## config.mk

```make
export PLATFORM = sky130hd
export DESIGN_NAME = reno_congestion_window_unit
export DESIGN_NICKNAME = d
export VERILOG_FILES = /design/src/rtl/core/rcw_pkg.sv /design/src/rtl/core/reno_congestion_window_unit.sv /design/src/rtl/core/rcw_mul_div.sv
export VERILOG_INCLUDE_DIRS = /design/src /design/src/rtl/core
export SDC_FILE = /design/constraint.sdc
export NUM_CORES = 1
export LEC_CHECK = 0
export BUFFER_PORTS_ARGS = -buffer_cell sky130_fd_sc_hd__buf_2
export CAP_MARGIN = 25
export CORE_ASPECT_RATIO = 1.5
export CORE_MARGIN = 2
export CORE_UTILIZATION = 27
export DETAILED_ROUTE_END_ITERATION = 16
export PLACE_DENSITY = 0.45
export SYNTH_ARGS = -nofsm -noshare
export SYNTH_HDL_FRONTEND = slang
export SYNTH_HIERARCHICAL = 1
export SYNTH_SLANG_ARGS = --single-unit
```

## constraint.sdc

```tcl
create_clock -name clk -period 15.7 [get_ports clk]
set_input_delay 0.785 -clock clk [delete_from_list [all_inputs] [get_ports clk]]
set_output_delay 0.785 -clock clk [all_outputs]
set_load 0.01 [all_outputs]
```

## src/rtl/core/assert_macros.svh

```systemverilog
// Assertion macros used by the top-level RTL file of this block.
`ifndef ASSERT_MACROS_SVH
`define ASSERT_MACROS_SVH

`ifndef ASSERT_OFF
// Property that must hold at every clock edge outside reset.
`define ASSERT_ALWAYS(lbl, expr, msg) \
    lbl: assert property (@(posedge clk) disable iff (!rst_n) (expr)) else $error(msg);
// Overlapping implication: the consequent holds in the same cycle.
`define ASSERT_IMPLY(lbl, ante, cons, msg) \
    lbl: assert property (@(posedge clk) disable iff (!rst_n) (ante) |-> (cons)) \
        else $error(msg);
// Non-overlapping implication: the consequent holds in the following cycle.
`define ASSERT_NEXT(lbl, ante, cons, msg) \
    lbl: assert property (@(posedge clk) disable iff (!rst_n) (ante) |=> (cons)) \
        else $error(msg);
`else
`define ASSERT_ALWAYS(lbl, expr, msg)
`define ASSERT_IMPLY(lbl, ante, cons, msg)
`define ASSERT_NEXT(lbl, ante, cons, msg)
`endif

`endif

```

## src/rtl/core/rcw_pkg.sv

```systemverilog
// Types, command codes and reset constants of the Reno congestion window unit.
package rcw_pkg;

    localparam int unsigned MSS_W  = 16;
    localparam int unsigned WORD_W = 32;
    localparam int unsigned PROD_W = MSS_W + WORD_W;
    localparam int unsigned CNT_W  = 5;

    // Step counts of the serial multiply and divide, minus one.
    localparam logic [CNT_W-1:0] MUL_LAST = CNT_W'(MSS_W - 1);
    localparam logic [CNT_W-1:0] DIV_LAST = CNT_W'(WORD_W - 1);

    // Event codes.
    localparam logic [2:0] CMD_ACK       = 3'd0;
    localparam logic [2:0] CMD_FAST_RETX = 3'd1;
    localparam logic [2:0] CMD_TIMEOUT   = 3'd2;
    localparam logic [2:0] CMD_INFLATE   = 3'd3;
    localparam logic [2:0] CMD_ESTABLISH = 3'd4;

    // Configuration register indexes.
    localparam logic [1:0] CFG_MSS       = 2'd0;
    localparam logic [1:0] CFG_INIT_THR  = 2'd1;
    localparam logic [1:0] CFG_WIN_CEIL  = 2'd2;

    // Reset values.
    localparam logic [MSS_W-1:0]  RST_MSS       = 16'd1460;
    localparam logic [WORD_W-1:0] RST_INIT_THR  = 32'd65535;
    localparam logic [WORD_W-1:0] RST_WIN_CEIL  = 32'd1048576;
    localparam logic [WORD_W-1:0] RST_WINDOW    = 32'd1460;
    localparam logic [WORD_W-1:0] RST_THRESHOLD = 32'd65535;

    // Request to the serial multiply/divide unit.
    typedef struct packed {
        logic              start;
        logic              do_div;
        logic [WORD_W-1:0] multiplicand;
        logic [MSS_W-1:0]  multiplier;
        logic [WORD_W-1:0] divisor;
    } rcw_ctl_t;

    // Status returned by the unit; sat stays valid until the next start.
    typedef struct packed {
        logic done;
        logic sat;
    } rcw_stat_t;

endpackage

```

## src/rtl/core/reno_congestion_window_unit.sv

```systemverilog
// Top level of the TCP Reno congestion window and slow start threshold keeper.
//
// One event transaction in gives exactly one result transaction out. Events
// that need no multiply go from acceptance through S_APPLY to the result
// register. A fast retransmit first runs the 16-step bit-serial multiply of
// mss by the duplicate ack count. An ack in congestion avoidance runs 16
// multiply steps for mss*acked, one range check, 32 steps of the restoring
// divider by the current window, and the hand-over to the result register.
// When the quotient would not fit in 32 bits, including a zero window, the
// divider is skipped. No new event is taken while one is in progress. A new
// event is accepted on the cycle after the previous one has reached the
// result register, even while that result still waits to be taken; a result
// that waits holds the next event in S_APPLY until it is taken.
// Configuration writes take effect at once and must be made only while no
// event is in progress.
`include "assert_macros.svh"

module reno_congestion_window_unit (
    input  logic        clk,
    input  logic        rst_n,
    input  logic        cfg_we,
    input  logic [1:0]  cfg_index,
    input  logic [31:0] cfg_data,
    input  logic        in_valid,
    output logic        in_ready,
    input  logic [2:0]  cmd,
    input  logic [31:0] acked_bytes,
    input  logic [31:0] inflight_bytes,
    input  logic [7:0]  dup_ack_count,
    output logic        out_valid,
    input  logic        out_ready,
    output logic [31:0] window_bytes,
    output logic [31:0] threshold_bytes,
    output logic        in_slow_start
);

    typedef enum logic [2:0] {
        S_IDLE  = 3'b001,
        S_CALC  = 3'b010,
        S_APPLY = 3'b100
    } state_t;

    state_t       state_reg, state_next;

    logic [15:0]  mss_reg;
    logic [31:0]  init_thr_reg;
    logic [31:0]  win_ceil_reg;
    logic [31:0]  window_reg, window_next;
    logic [31:0]  threshold_reg, threshold_next;

    logic [2:0]   cmd_reg;
    logic [31:0]  acked_reg;
    logic [31:0]  loss_thr_reg;
    logic         avoid_reg;

    logic         out_valid_reg, out_valid_next;
    logic [31:0]  window_bytes_reg;
    logic [31:0]  threshold_bytes_reg;

    logic         accept;
    logic         avoid_now;
    logic [31:0]  loss_half;
    logic [31:0]  loss_floor;
    logic [31:0]  loss_thr;
    logic         load;

    logic [31:0]  op_a, op_b;
    logic         force_sat;
    logic         keep_win;
    logic [32:0]  sum;
    logic [31:0]  capped;
    logic [31:0]  quotient;

    rcw_pkg::rcw_ctl_t            ctl;
    rcw_pkg::rcw_stat_t           stat;
    logic [rcw_pkg::PROD_W-1:0]   unit_result;

    rcw_mul_div u_mul_div (
        .clk    (clk),
        .rst_n  (rst_n),
        .ctl    (ctl),
        .stat   (stat),
        .result (unit_result)
    );

    assign in_ready   = (state_reg == S_IDLE);
    assign accept     = in_valid && in_ready;
    assign avoid_now  = (window_reg >= threshold_reg);

    assign loss_half  = {1'b0, inflight_bytes[31:1]};
    assign loss_floor = {15'b0, mss_reg, 1'b0};
    assign loss_thr   = (loss_half > loss_floor) ? loss_half : loss_floor;

    // Only avoidance acks and fast retransmits need the serial unit.
    assign ctl.start        = accept && (((cmd == rcw_pkg::CMD_ACK) && avoid_now)
                                         || (cmd == rcw_pkg::CMD_FAST_RETX));
    assign ctl.do_div       = (cmd == rcw_pkg::CMD_ACK);
    assign ctl.multiplicand = (cmd == rcw_pkg::CMD_ACK) ? acked_bytes
                                                        : {24'b0, dup_ack_count};
    assign ctl.multiplier   = mss_reg;
    assign ctl.divisor      = window_reg;

    assign quotient = unit_result[31:0];

    always_comb
    begin
        op_a           = window_reg;
        op_b           = '0;
        force_sat      = 1'b0;
        keep_win       = 1'b0;
        threshold_next = threshold_reg;
        unique case (cmd_reg)
            rcw_pkg::CMD_ACK:
            begin
                if (avoid_reg)
                begin
                    op_b      = (quotient == '0) ? 32'd1 : quotient;
                    force_sat = stat.sat;
                end
                else
                begin
                    op_b = acked_reg;
                end
            end
            rcw_pkg::CMD_FAST_RETX:
            begin
                threshold_next = loss_thr_reg;
                op_a           = loss_thr_reg;
                op_b           = {8'b0, unit_result[23:0]};
            end
            rcw_pkg::CMD_TIMEOUT:
            begin
                threshold_next = loss_thr_reg;
                op_a           = {16'b0, mss_reg};
            end
            rcw_pkg::CMD_INFLATE:
            begin
                op_b = {16'b0, mss_reg};
            end
            rcw_pkg::CMD_ESTABLISH:
            begin
                threshold_next = init_thr_reg;
                op_a           = {16'b0, mss_reg};
            end
            default:
            begin
                keep_win = 1'b1;
            end
        endcase
    end

    assign sum         = {1'b0, op_a} + {1'b0, op_b};
    assign capped      = (force_sat || (sum > {1'b0, win_ceil_reg})) ? win_ceil_reg
                                                                     : sum[31:0];
    assign window_next = keep_win ? window_reg : capped;

    // The result register is loaded once it is empty or being emptied.
    assign load = (state_reg == S_APPLY) && (!out_valid_reg || out_ready);

    always_comb
    begin
        state_next = state_reg;
        unique case (state_reg)
            S_IDLE:
            begin
                if (accept)
                begin
                    state_next = ctl.start ? S_CALC : S_APPLY;
                end
            end
            S_CALC:
            begin
                if (stat.done)
                begin
                    state_next = S_APPLY;
                end
            end
            S_APPLY:
            begin
                if (load)
                begin
                    state_next = S_IDLE;
                end
            end
            default:
            begin
                state_next = S_IDLE;
            end
        endcase
    end

    always_comb
    begin
        out_valid_next = out_valid_reg;
        if (load)
        begin
            out_valid_next = 1'b1;
        end
        else if (out_ready)
        begin
            out_valid_next = 1'b0;
        end
    end

    always_ff @(posedge clk or negedge rst_n)
    begin
        if (!rst_n)
        begin
            state_reg     <= S_IDLE;
            out_valid_reg <= 1'b0;
            mss_reg       <= rcw_pkg::RST_MSS;
            init_thr_reg  <= rcw_pkg::RST_INIT_THR;
            win_ceil_reg  <= rcw_pkg::RST_WIN_CEIL;
            window_reg    <= rcw_pkg::RST_WINDOW;
            threshold_reg <= rcw_pkg::RST_THRESHOLD;
        end
        else
        begin
            state_reg     <= state_next;
            out_valid_reg <= out_valid_next;
            if (cfg_we)
            begin
                unique case (cfg_index)
                    rcw_pkg::CFG_MSS:      mss_reg      <= cfg_data[15:0];
                    rcw_pkg::CFG_INIT_THR: init_thr_reg <= cfg_data;
                    rcw_pkg::CFG_WIN_CEIL: win_ceil_reg <= cfg_data;
                    default:               ;
                endcase
            end
            if (load)
            begin
                window_reg    <= window_next;
                threshold_reg <= threshold_next;
            end
        end
    end

    always_ff @(posedge clk)
    begin
        if (accept)
        begin
            cmd_reg      <= cmd;
            acked_reg    <= acked_bytes;
            loss_thr_reg <= loss_thr;
            avoid_reg    <= avoid_now;
        end
        if (load)
        begin
            window_bytes_reg    <= window_next;
            threshold_bytes_reg <= threshold_next;
        end
    end

    assign out_valid       = out_valid_reg;
    assign window_bytes    = window_bytes_reg;
    assign threshold_bytes = threshold_bytes_reg;
    assign in_slow_start   = (window_bytes_reg < threshold_bytes_reg);

    `ASSERT_IMPLY(a_start_from_idle, ctl.start, state_reg == S_IDLE, "unit started outside idle")
    `ASSERT_IMPLY(a_done_in_calc, stat.done, state_reg == S_CALC, "unit finished while not awaited")
    `ASSERT_NEXT(a_busy_after_accept, accept, !in_ready, "second transaction taken during an event")
    `ASSERT_NEXT(a_result_matches_state, load, (window_bytes == window_reg) && (threshold_bytes == threshold_reg), "result differs from stored state")

endmodule

```

## src/rtl/core/rcw_mul_div.sv

```systemverilog
// Bit-serial multiplier followed by an optional bit-serial restoring divider.
module rcw_mul_div (
    input  logic                         clk,
    input  logic                         rst_n,
    input  rcw_pkg::rcw_ctl_t            ctl,
    output rcw_pkg::rcw_stat_t           stat,
    output logic [rcw_pkg::PROD_W-1:0]   result
);

    typedef enum logic [3:0] {
        U_IDLE = 4'b0001,
        U_MUL  = 4'b0010,
        U_CHK  = 4'b0100,
        U_DIV  = 4'b1000
    } ustate_t;

    ustate_t                        state_reg, state_next;
    logic [rcw_pkg::CNT_W-1:0]      cnt_reg, cnt_next;
    logic                           do_div_reg, do_div_next;
    logic                           done_reg, done_next;
    logic                           sat_reg, sat_next;
    logic [rcw_pkg::PROD_W-1:0]     prod_reg, prod_next;
    logic [rcw_pkg::WORD_W-1:0]     mcand_reg, mcand_next;
    logic [rcw_pkg::WORD_W-1:0]     div_reg, div_next;
    logic [rcw_pkg::WORD_W-1:0]     rem_reg, rem_next;

    logic [rcw_pkg::WORD_W:0]       mul_sum;
    logic [rcw_pkg::WORD_W:0]       trial;
    logic [rcw_pkg::WORD_W:0]       trial_diff;
    logic                           trial_ge;
    logic                           hi_ge;

    // Product low bits hold the multiplier as it shifts out; during division
    // the low word holds the dividend bits shifting out and quotient bits in.
    assign mul_sum    = {1'b0, prod_reg[rcw_pkg::PROD_W-1:rcw_pkg::MSS_W]}
                      + (prod_reg[0] ? {1'b0, mcand_reg} : '0);
    assign trial      = {rem_reg, prod_reg[rcw_pkg::WORD_W-1]};
    assign trial_diff = trial - {1'b0, div_reg};
    assign trial_ge   = (trial >= {1'b0, div_reg});
    // A quotient of 2^32 or more is flagged instead of computed.
    assign hi_ge      = ({16'b0, prod_reg[rcw_pkg::PROD_W-1:rcw_pkg::WORD_W]} >= div_reg);

    always_comb
    begin
        state_next  = state_reg;
        cnt_next    = cnt_reg;
        do_div_next = do_div_reg;
        done_next   = 1'b0;
        sat_next    = sat_reg;
        prod_next   = prod_reg;
        mcand_next  = mcand_reg;
        div_next    = div_reg;
        rem_next    = rem_reg;
        unique case (state_reg)
            U_IDLE:
            begin
                if (ctl.start)
                begin
                    prod_next   = {{rcw_pkg::WORD_W{1'b0}}, ctl.multiplier};
                    mcand_next  = ctl.multiplicand;
                    div_next    = ctl.divisor;
                    do_div_next = ctl.do_div;
                    sat_next    = 1'b0;
                    cnt_next    = rcw_pkg::MUL_LAST;
                    state_next  = U_MUL;
                end
            end
            U_MUL:
            begin
                prod_next = {mul_sum, prod_reg[rcw_pkg::MSS_W-1:1]};
                cnt_next  = cnt_reg - 1'b1;
                if (cnt_reg == '0)
                begin
                    if (do_div_reg)
                    begin
                        state_next = U_CHK;
                    end
                    else
                    begin
                        done_next  = 1'b1;
                        state_next = U_IDLE;
                    end
                end
            end
            U_CHK:
            begin
                if (hi_ge)
                begin
                    sat_next   = 1'b1;
                    done_next  = 1'b1;
                    state_next = U_IDLE;
                end
                else
                begin
                    rem_next   = {16'b0, prod_reg[rcw_pkg::PROD_W-1:rcw_pkg::WORD_W]};
                    cnt_next   = rcw_pkg::DIV_LAST;
                    state_next = U_DIV;
                end
            end
            U_DIV:
            begin
                rem_next  = trial_ge ? trial_diff[rcw_pkg::WORD_W-1:0]
                                     : trial[rcw_pkg::WORD_W-1:0];
                prod_next = {prod_reg[rcw_pkg::PROD_W-1:rcw_pkg::WORD_W],
                             prod_reg[rcw_pkg::WORD_W-2:0], trial_ge};
                cnt_next  = cnt_reg - 1'b1;
                if (cnt_reg == '0)
                begin
                    done_next  = 1'b1;
                    state_next = U_IDLE;
                end
            end
            default:
            begin
                state_next = U_IDLE;
            end
        endcase
    end

    always_ff @(posedge clk or negedge rst_n)
    begin
        if (!rst_n)
        begin
            state_reg  <= U_IDLE;
            cnt_reg    <= '0;
            do_div_reg <= 1'b0;
            done_reg   <= 1'b0;
            sat_reg    <= 1'b0;
        end
        else
        begin
            state_reg  <= state_next;
            cnt_reg    <= cnt_next;
            do_div_reg <= do_div_next;
            done_reg   <= done_next;
            sat_reg    <= sat_next;
        end
    end

    always_ff @(posedge clk)
    begin
        prod_reg  <= prod_next;
        mcand_reg <= mcand_next;
        div_reg   <= div_next;
        rem_reg   <= rem_next;
    end

    assign stat.done = done_reg;
    assign stat.sat  = sat_reg;
    assign result    = prod_reg;

endmodule
```

Word level (Yosys, flattened, before mapping)
Index checks and enable logic that the tools add are counted.

storage, ports and cells
  word-level logic and storage cells = 133
  output and inout bits = 67
  register bits = 436
  input port bits = 114

operators by class
  add/subtract/negate cells = 4
  multiplexer cells = 41
  reductions and logical operators = 34
  $lt $le $gt $ge = 6
  eq/ne operators = 22
  bitwise gates (word level) = 1

operators with widths
  operator                                      number
  two-way mux 32 bit                            7
  case mux 32 bit (2 select lines)              3
  case mux 48 bit (3 select lines)              1
  case mux 32 bit (3 select lines)              1
  two-way mux 48 bit                            1
  adder 32 x 32 -> 33 bit                       1
  adder 32 x 33 -> 33 bit                       1
  greater-or-equal comparator 33 x 32 -> 1 bit  1
  greater-than comparator 33 x 32 -> 1 bit      1
  greater-or-equal comparator 16 x 32 -> 1 bit  1
  greater-or-equal comparator 32 bit            1
  logical NOT 32 bit                            1
  less-than comparator 32 bit                   1
  subtractor 32 bit                             1
  greater-than comparator 31 x 17 -> 1 bit      1
  two-way mux 17 bit                            1
  two-way mux 4 bit                             4
  case mux 4 bit (4 select lines)               1
  two-way mux 3 bit                             5
  case mux 5 bit (3 select lines)               1
  AND reduction 3 bit                           5
  AND reduction 2 bit                           6
  two-way mux 1 bit                             10
  two-way mux 5 bit                             2
  other kinds (27)                              50

Logic depth before layout (Yosys ltp)
Gate-level depths: netlist of run 1.

  word-level depth = 9
  mapped depth = 29
  depth with buffers taken out = 25

By module
The synthesis of run 1 kept the hierarchy.

modules (own cells, without submodules)
  module                       instances  cells each  area each (um^2)  sequential area each (um^2)
  reno_congestion_window_unit  1          1638        16842.4           7694.9
  rcw_mul_div                  1          998         10099.7           4625.7

Least setup slack after synthesis of run 1
Ideal clock, no wire load.

  kind = input to register
  start = input in_valid
  end = register u_mul_div.prod_reg, in the netlist u_mul_div/result[32] (enable)
  required time = 15.360 ns
  data arrival time = 13.789 ns
  slack = 1.571 ns
  path buffers = 0
  stages on the path = 6
  setup time = 0.340 ns
  cell sequence = nor4bb_1 -> o211ai_1 -> inv_1 -> nand3b_1 -> nor3_1 -> or2_2

RTL lines
  element               RTL line                           source
  from (decl)           reno_congestion_window_unit.sv:24  input logic in_valid,
  to (signal assigned)  rcw_mul_div.sv:142                 prod_reg <= prod_next;
  to (decl)             rcw_mul_div.sv:22                  logic [rcw_pkg::PROD_W-1:0] prod_reg, prod_next;

Worst setup path after layout of run 1
  start = register cmd_reg[0]
  end = register window_bytes_reg[10] (netlist: window_bytes[10]) (data pin)

on the way
  longest elaborated chain between the ends = 8
  elaborated cells between the ends (all ways) = 15
  classes of those cells = 1 x add/sub; 1 x order compare; 4 x eq/ne; 5 x mux; 4 x reduce/logical

ends and longest elaborated chain
  element                                                              RTL line                            source
  from (decl)                                                          reno_congestion_window_unit.sv:51   logic [2:0] cmd_reg;
  from (signal assigned)                                               reno_congestion_window_unit.sv:242  cmd_reg <= cmd;
  equality test 3 bit or equality test 3 x 2 -> 1 bit (tied branches)  reno_congestion_window_unit.sv:112  unique case (cmd_reg)
  OR reduction 2 bit (no source line)                                  -
  case mux 32 bit (2 select lines)                                     reno_congestion_window_unit.sv:112
  adder 32 x 32 -> 33 bit                                              reno_congestion_window_unit.sv:152  assign sum = {1'b0, op_a} + {1'b0, op_b};
  greater-than comparator 33 x 32 -> 1 bit                             reno_congestion_window_unit.sv:153  assign capped = (force_sat || (sum > {1'b0, win_ceil_reg})) ? win_ceil_reg
  logical OR 1 bit                                                     reno_congestion_window_unit.sv:153
  two-way mux 32 bit                                                   reno_congestion_window_unit.sv:153
  two-way mux 32 bit (*)                                               reno_congestion_window_unit.sv:155  assign window_next = keep_win ? window_reg : capped;
  net window_next[10]                                                  reno_congestion_window_unit.sv:48   logic [31:0] window_reg, window_next;
  to (signal assigned)                                                 reno_congestion_window_unit.sv:249  window_bytes_reg <= window_next;
  to (decl)                                                            reno_congestion_window_unit.sv:57   logic [31:0] window_bytes_reg;

The timed path passes the listed nets; every way through them passes the cells marked *.
A chain may end at the register's enable or synchronous reset.

==> results of run 1 <==
## per-layer routing
metal | vias to the layer above | part of all wire [%]
li1 | 9992 | -
met1 | 10200 | 38
met2 | 388 | 54
met3 | 163 | 2.8
met4 | 4 | 5.9
met5 | - | 0.017
## metrics by stage
stage / setup slack [ps] / hold slack, ps / cells
after floorplan: 1570 / 456 / 2636
after global placement: 7140 / 445 / 4013
after detailed placement: 7380 / 449 / 4014
after CTS: 7340 / 71.1 / 4100
after global routing: 6800 / 90.5 / 4102
final: 7480 / 85.2 / 4104
## cells by family (layout without fill, tap and decap cells)
family | after synthesis | after routing | synth area share, %
xor+xnor | 75 | 75 | 2.44
fa+ha+maj | 227 | 227 | 10.6
other cells | 0 | 2 | 0
compound gates | 718 | 718 | 17.2
flops | 435 | 435 | 45.7
simple gates | 677 | 677 | 12.0
buf+inv | 321 | 500 | 4.72
mux | 183 | 183 | 7.34
## worst max path at each step
stage | to | slack (ps) | depth (start not counted)
2_1_floorplan | u_mul_div/result[32]$_DFFE_PP_ | 1570 | 6
3_3_place_gp | window_bytes[4]$_DFFE_PP_ | 7140 | 28
3_5_place_dp | window_bytes[4]$_DFFE_PP_ | 7380 | 25
4_1_cts | window_bytes[4]$_DFFE_PP_ | 7340 | 25
5_1_grt | window_bytes[4]$_DFFE_PP_ | 6800 | 25
6_report | window_bytes[10]$_DFFE_PP_ | 7480 | 24
## worst max-delay path, delay by kind of cell, from the launching register on
family	cells	cell delay, ps
buffers and inverters	4	1170
flip-flops	1	370
adder cells (fa/ha/maj)	2	620
XOR/XNOR	1	290
AND/OR/NAND/NOR	4	1100
multiplexers	1	340
AO/OA/AOI/OAI	12	4000
## report_power, final
part	total, mW	leakage, nW	internal [mW]	switching, mW
registers	1.80	4.46	1.53	0.271
clock network	1.18	0.786	0.671	0.507
logic	1.72	8.01	0.677	1.04
total	4.70	13.3	2.88	1.82
## synth_stat cells (12+ instances only)
cell      count
a211oi_1     15
nor2b_1      13
a31oi_1      16
nand2_1     249
o21a_1       18
a21oi_1     188
nand2b_1     19
a22oi_1      27
dfrtp_1     113
o21ai_0     137
nand4_1      34
ha_1        224
a22o_1       12
and2_1       63
o22ai_1      45
edfxtp_1    275
inv_1       195
a222oi_1     15
nor3_1       42
nor4_1       20
dfstp_2      47
nor2_1      143
xnor2_1      45
a21o_1       74
o21ai_1      45
mux2i_1      69
o211ai_1     12
a221o_1      16
mux2_2      103
nand3_1      36
clkbuf_1    100
xor2_1       30
## area by class of cell
| type | count | area (um^2) |
|---|---|---|
| multi-input cells | 1880 | 13400 |
| flip-flops and latches | 435 | 12300 |
| inverters | 197 | 742 |
| clock inverters | 26 | 295 |
| diodes | 2 | 5.00 |
| well taps | 1287 | 1610 |
| clock buffers | 60 | 1300 |
| repair buffers | 217 | 1210 |
| fillers | 10400 | 67900 |
==> impl_metrics.toml, run 1 <==
[status]
status = "completed"

[finish]
nets = 3119
largest_reg_flops = 48
area_growth_pct = 14.8
final_core_utilization_pct = 31.3
stdcell_area_mm2 = 0.0309
final_common_cell = "edfxtp_1"
final_cell_mix = "edfxtp_1, nand2_1, ha_1"
drive_gt1_share_pct = 17.4

[critical_path]
crit_fanout = 35
reg2reg_slack_ps = 7480
critPathLaunch = "cmd_reg[0]$_DFFE_PP_"
crit_type = "reg2reg"
rr_endpoint = "window_bytes[10]$_DFFE_PP_"
crit_path_end_kind = "flop"
crit_top_cell = "o21ai_1"
startpoint_type = "flop"
critPathArrivalTime_ps = 8530
crit_chain = "buf_4 -> nand3b_1 -> o21ai_1 -> buf_4 -> a222oi_1 -> inv_1 -> ha_1 -> nand3_1 -> a2111oi_0 -> o21ai_1 -> a21oi_1 -> o21ai_1 -> o21ai_1 -> xor2_1 -> ha_1 -> a21oi_1 -> nand2_1 -> a2111oi_0 -> nand4_1 -> a31oi_1 -> o31a_2 -> buf_4 -> mux2i_1 -> a21oi_1"
reg2reg_depth = 24
crit_path_top_delay_cell = "a222oi_1"
required_ps = 16010
r2r_start = "cmd_reg[0]$_DFFE_PP_"
cpPeakStageDelay_ps = 810

[sta]
timing.setup.tns_ps = 0
finalCritPeriodShare_pct = 52.4
fmax_mhz = 122
fin_skew_ps = 35.6
worst_slew_pin_slew_ps = 965
setup_viol = 0
final.min_clock_period_ps = 8220
hold_viol = 0
rsz0062_at_grt = "false"
relSlewSlack_pct = 35.7
drv_slew = 0

[routing]
detail-route-antenna-nets = 0
vias_per_cell = 5.06
drc_errors = 0
vias = 20800
drt_wl_total_um = 96000
dr.pass1.iters = 9
wl_per_cell_um = 23.4
drtIter0Drc = 1313

[cts]
cts_tree = "built"
numCtsBuffers = 47
cts-root-buf = "clkbuf_16"
htree_num_levels = 2
cts_hold_buf = 0
clkSlewWorstSetupHoldPaths_ps = 60
postCtsSetupBuffers = 0
cts.sinks = 435
post_cts_resized = 0
clkLatencyLatePin_ps = 620
clockBufferDepth = 3

[grt]
grt_max_degree = 78
gr-usage-met3_pct = 2.06
met1_usage_pct = 19.8
grt_overflow = 0
antenna_found_initial = 3
grt_use_met2_pct = 34.7
busiest_layer = "met2"
grt_pass1_vias = 21000
grt_use_total_pct = 18.5
grt_pass1_wl_um = 138000

[floorplan]
die_w_um = 262
ios = 181
die_h_um = 391
rows = 141
core-area_mm2 = 0.0988
start_util_pct = 27.3
dieArea_mm2 = 0.102

[power]
powerDensity_mw_per_mm2 = 152
ir_drop_uv = 77.5
report.power.total_mw = 4.70
p_leak_nw = 13.3

[synthesis]
synthFlopType = "edfxtp_1"
ys.warnings.count = 6
synthCells = 2636
syn_area_mm2 = 0.0269
yosysSeqAreaShare_pct = 45.7
async_flop_share_pct = 36.8
post-synth-top-area-cell = "edfxtp_1"
yosysTopAreaCellShare_pct = 30.7
synth_nets = 2977
ys_top_cells_by_area = "edfxtp_1, dfrtp_1, ha_1"
synth_edf_count = 275
synth-seq-cells = 435
synth.avg_cell_area_um2 = 10.2
synth_cell_types = 91

[worst_hold_path]
min_path_type = "in2async"

[run]
cap_violations = 0

[placed_design]
gp_routability_congestion = 0.898
io_buffers = 179
place_hpwl_um = 74400
placed_area_mm2 = 0.0293
Power figures use the tool's default switching activity.
==> run 2, diff against run 1 <==
ABC_AREA = 1   (was unset)
PLACE_DENSITY = 0.46   (was 0.45)
clock period = 7.4 ns   (was 15.7 ns; I/O delays follow)
==> run 2 against run 1 <==
Against the previous run: sequential cell count unchanged; register-to-register slack worse by 6400 ps; synthesized cell count up 36%; critical endpoint is now window_reg[0]$_DFFE_PN0P_; largest power group unchanged.
==> impl_metrics.toml, run 2 <==
[cts]
cts.sinks = 435
post_cts_resized = 0
clkLatencyLatePin_ps = 630
cts-root-buf = "clkbuf_16"
clockBufferDepth = 3
cts_tree = "built"
clkSlewWorstSetupHoldPaths_ps = 60
numCtsBuffers = 47
htree_num_levels = 2

[synthesis]
synth_adder_area_share_pct = 9.90
synthXorXnorAreaFrac_pct = 1.42
synth.most_common_cell = "nand2_1"
synth_top_family_by_area = "simple AND/OR/NAND/NOR gates"
post-synth-top-area-cell = "edfxtp_1"
synth_edf_count = 275
yosysSeqAreaShare_pct = 42.6
ys_top_cells_by_area = "edfxtp_1, nand2_1, dfrtp_1"
synthTopCellsByCount = "nand2_1, inv_1, edfxtp_1, nor2_1, ha_1"
ys.warnings.count = 6
synthMuxAreaShare_pct = 0
async_flop_share_pct = 36.8
synthFlopType = "edfxtp_1"
synthSimpleGateAreaFrac_pct = 24.0
synth_cell_types = 66
synthCells = 3586
synth-seq-cells = 435
synth_nets = 3927
yosysTopAreaCellShare_pct = 28.6
syn_area_mm2 = 0.0289
synth_compound_area_share_pct = 12.3
synth.avg_cell_area_um2 = 8.06

[placed_design]
gp_routability_congestion = 0.959
io_buffers = 179
place_hpwl_um = 84600

[power]
power_frac_comb_pct = 8.5
powerDensity_mw_per_mm2 = 172
swShare_pct = 25.3
ir_drop_uv = 133
p_seq_share_pct = 47.3
p_sw_mw = 1.46
pwr-share-clk_pct = 44.3
p_leak_nw = 15.7
intPower_mw = 4.30
report.power.total_mw = 5.76

[floorplan]
dieArea_mm2 = 0.110
die_h_um = 405
die_w_um = 271
rows = 147
start_util_pct = 27.1
core-area_mm2 = 0.107
ios = 181

[sta]
finalCritPeriodShare_pct = 85.0
fmax_mhz = 159
fin_skew_ps = 26.3
rsz0062_at_grt = "false"
timing.setup.tns_ps = 0
hold_viol = 0
relSlewSlack_pct = 32.7
final.min_clock_period_ps = 6290
worst_slew_pin_slew_ps = 1010
drv_slew = 0
whs_ps = 22.2
setup_viol = 0

[routing]
drtIter0Drc = 1807
drc_errors = 0
detail-route-antenna-nets = 0
dr.pass1.iters = 5
wl_per_cell_um = 20.2
drt_wl_total_um = 106000
vias_per_cell = 4.69
vias = 24600

[critical_path]
crit_path_end_kind = "flop"
crit_fanout = 33
crit_type = "reg2reg"
critPathArrivalTime_ps = 6840
required_ps = 7950
startpoint_type = "flop"

[grt]
grt_max_degree = 96
grt_overflow = 0
grt_use_total_pct = 19.1
grt_pass1_vias = 24400
antenna_found_initial = 7
grt_pass1_wl_um = 156000

[finish]
final_cell_mix = "nand2_1, inv_1, edfxtp_1"
seq_area_mm2 = 0.0123
final_core_utilization_pct = 31.4
area_growth_pct = 15.8
multiInputGateArea_mm2 = 0.0138
nets = 4133
drive_gt1_share_pct = 12.8
largest_reg_flops = 48
nFillCells = 11600
final_common_cell = "nand2_1"

[run]
cap_violations = 0

[status]
status = "completed"

[worst_hold_path]
min_path_type = "in2reg"
run 2: cell count changes in the layout (fill, tap and decap cells not counted), moves of 65 or more:
cell | before | now
inv_1 | 195 | 544
mux2_2 | 103 | 0
mux2i_1 | 69 | 0
nand2_1 | 246 | 938
nand2_2 | 4 | 69
nand3_1 | 36 | 172
nor2_1 | 143 | 261
run 2: cells by family (layout without fill, tap and decap cells):
group                    after synthesis  count (layout)
AND/OR/NAND/NOR                     1594            1594
buffers and inverters                679             924
AO/OA/AOI/OAI                        604             604
flip-flops                           435             435
adder cells (fa/ha/maj)              227             227
XOR/XNOR                              47              47
other                                  0               3
run 2: final timing paths:
kind / start / to / slack [ps] / cells after the start
worst min register to register: u_mul_div/sat_reg$_DFFE_PN0P_ / u_mul_div/sat_reg$_DFFE_PN0P_ / 480 / 2
worst max-delay path: u_mul_div/result[31]$_DFFE_PP_ / window_reg[0]$_DFFE_PN0P_ / 1110 / 27
max in group asynchronous: rst_n / u_mul_div/state_reg[2]$_DFFE_PN0P_ / 5950 / 3
worst max register to register: u_mul_div/result[31]$_DFFE_PP_ / window_reg[0]$_DFFE_PN0P_ / 1110 / 27
min in group asynchronous: rst_n / init_thr_reg[22]$_DFFE_PN0P_ / 240 / 2
worst min-delay path: cfg_data[20] / win_ceil_reg[20]$_DFFE_PN1P_ / 20 / 3
run 2: what timing repair did:
action	in CTS	in global routing
endpoints found under the hold margin	93	0
hold buffers	55	0
buffers inserted	0	0
run 2: cell type report:
type / count / area share [%]
well taps: 1415 / 5.29
inverters: 561 / 6.33
multi-input cells: 2472 / 41.3
clock buffers: 61 / 3.76
repair buffers: 275 / 5.44
flip-flops and latches: 435 / 36.8
clock inverters: 27 / 1.08
diodes: 3 / 0.0224
run 2: power groups by stage:
stage | logic (mW) | registers (mW) | clock network (mW)
3_5_place_dp | 0.467 | 2.77 | 0
2_1_floorplan | 0.287 | 2.74 | 0
4_1_cts | 0.492 | 2.72 | 2.63
6_report | 0.488 | 2.72 | 2.55
5_1_grt | 0.550 | 2.73 | 2.70
3_3_place_gp | 0.464 | 2.77 | 0
run 2: metrics by stage:
stage	setup WS, ps	instances	instance area (um^2)
after floorplan	2610	3586	28900
after global placement	1300	5100	31200
after detailed placement	1160	5101	31200
after CTS	1120	5244	33400
after global routing	693	5247	33500
final	1110	5249	33500
run 2: layer usage:
metal  wire length [um]  GRT usage, %
met3               3670          1.67
met1              45000          23.5
met5                 13             0
met4               5050          8.53
met2              52600          33.7
run 2: critical path: stages (launching register included):
cell and delay [ps]:
edfxtp_1 490, nor4_1 280, nand3_1 140, nor4_1 300
nand4_1 180, a31oi_1 210, buf_4 240, o221ai_1 360
ha_1 490, a21oi_1 240, a21boi_1 270, o21a_2 200
nand2_4 80, nand2_2 80, nand2_1 90, xnor2_1 370
inv_1 90, ha_1 300, nand2_1 110, nor4_1 330
nand4_1 260, nand2_8 310, nand2_8 270, nand2_1 140
nand3_1 140, nand2_1 120, nand2_1 50, nand2_1 70
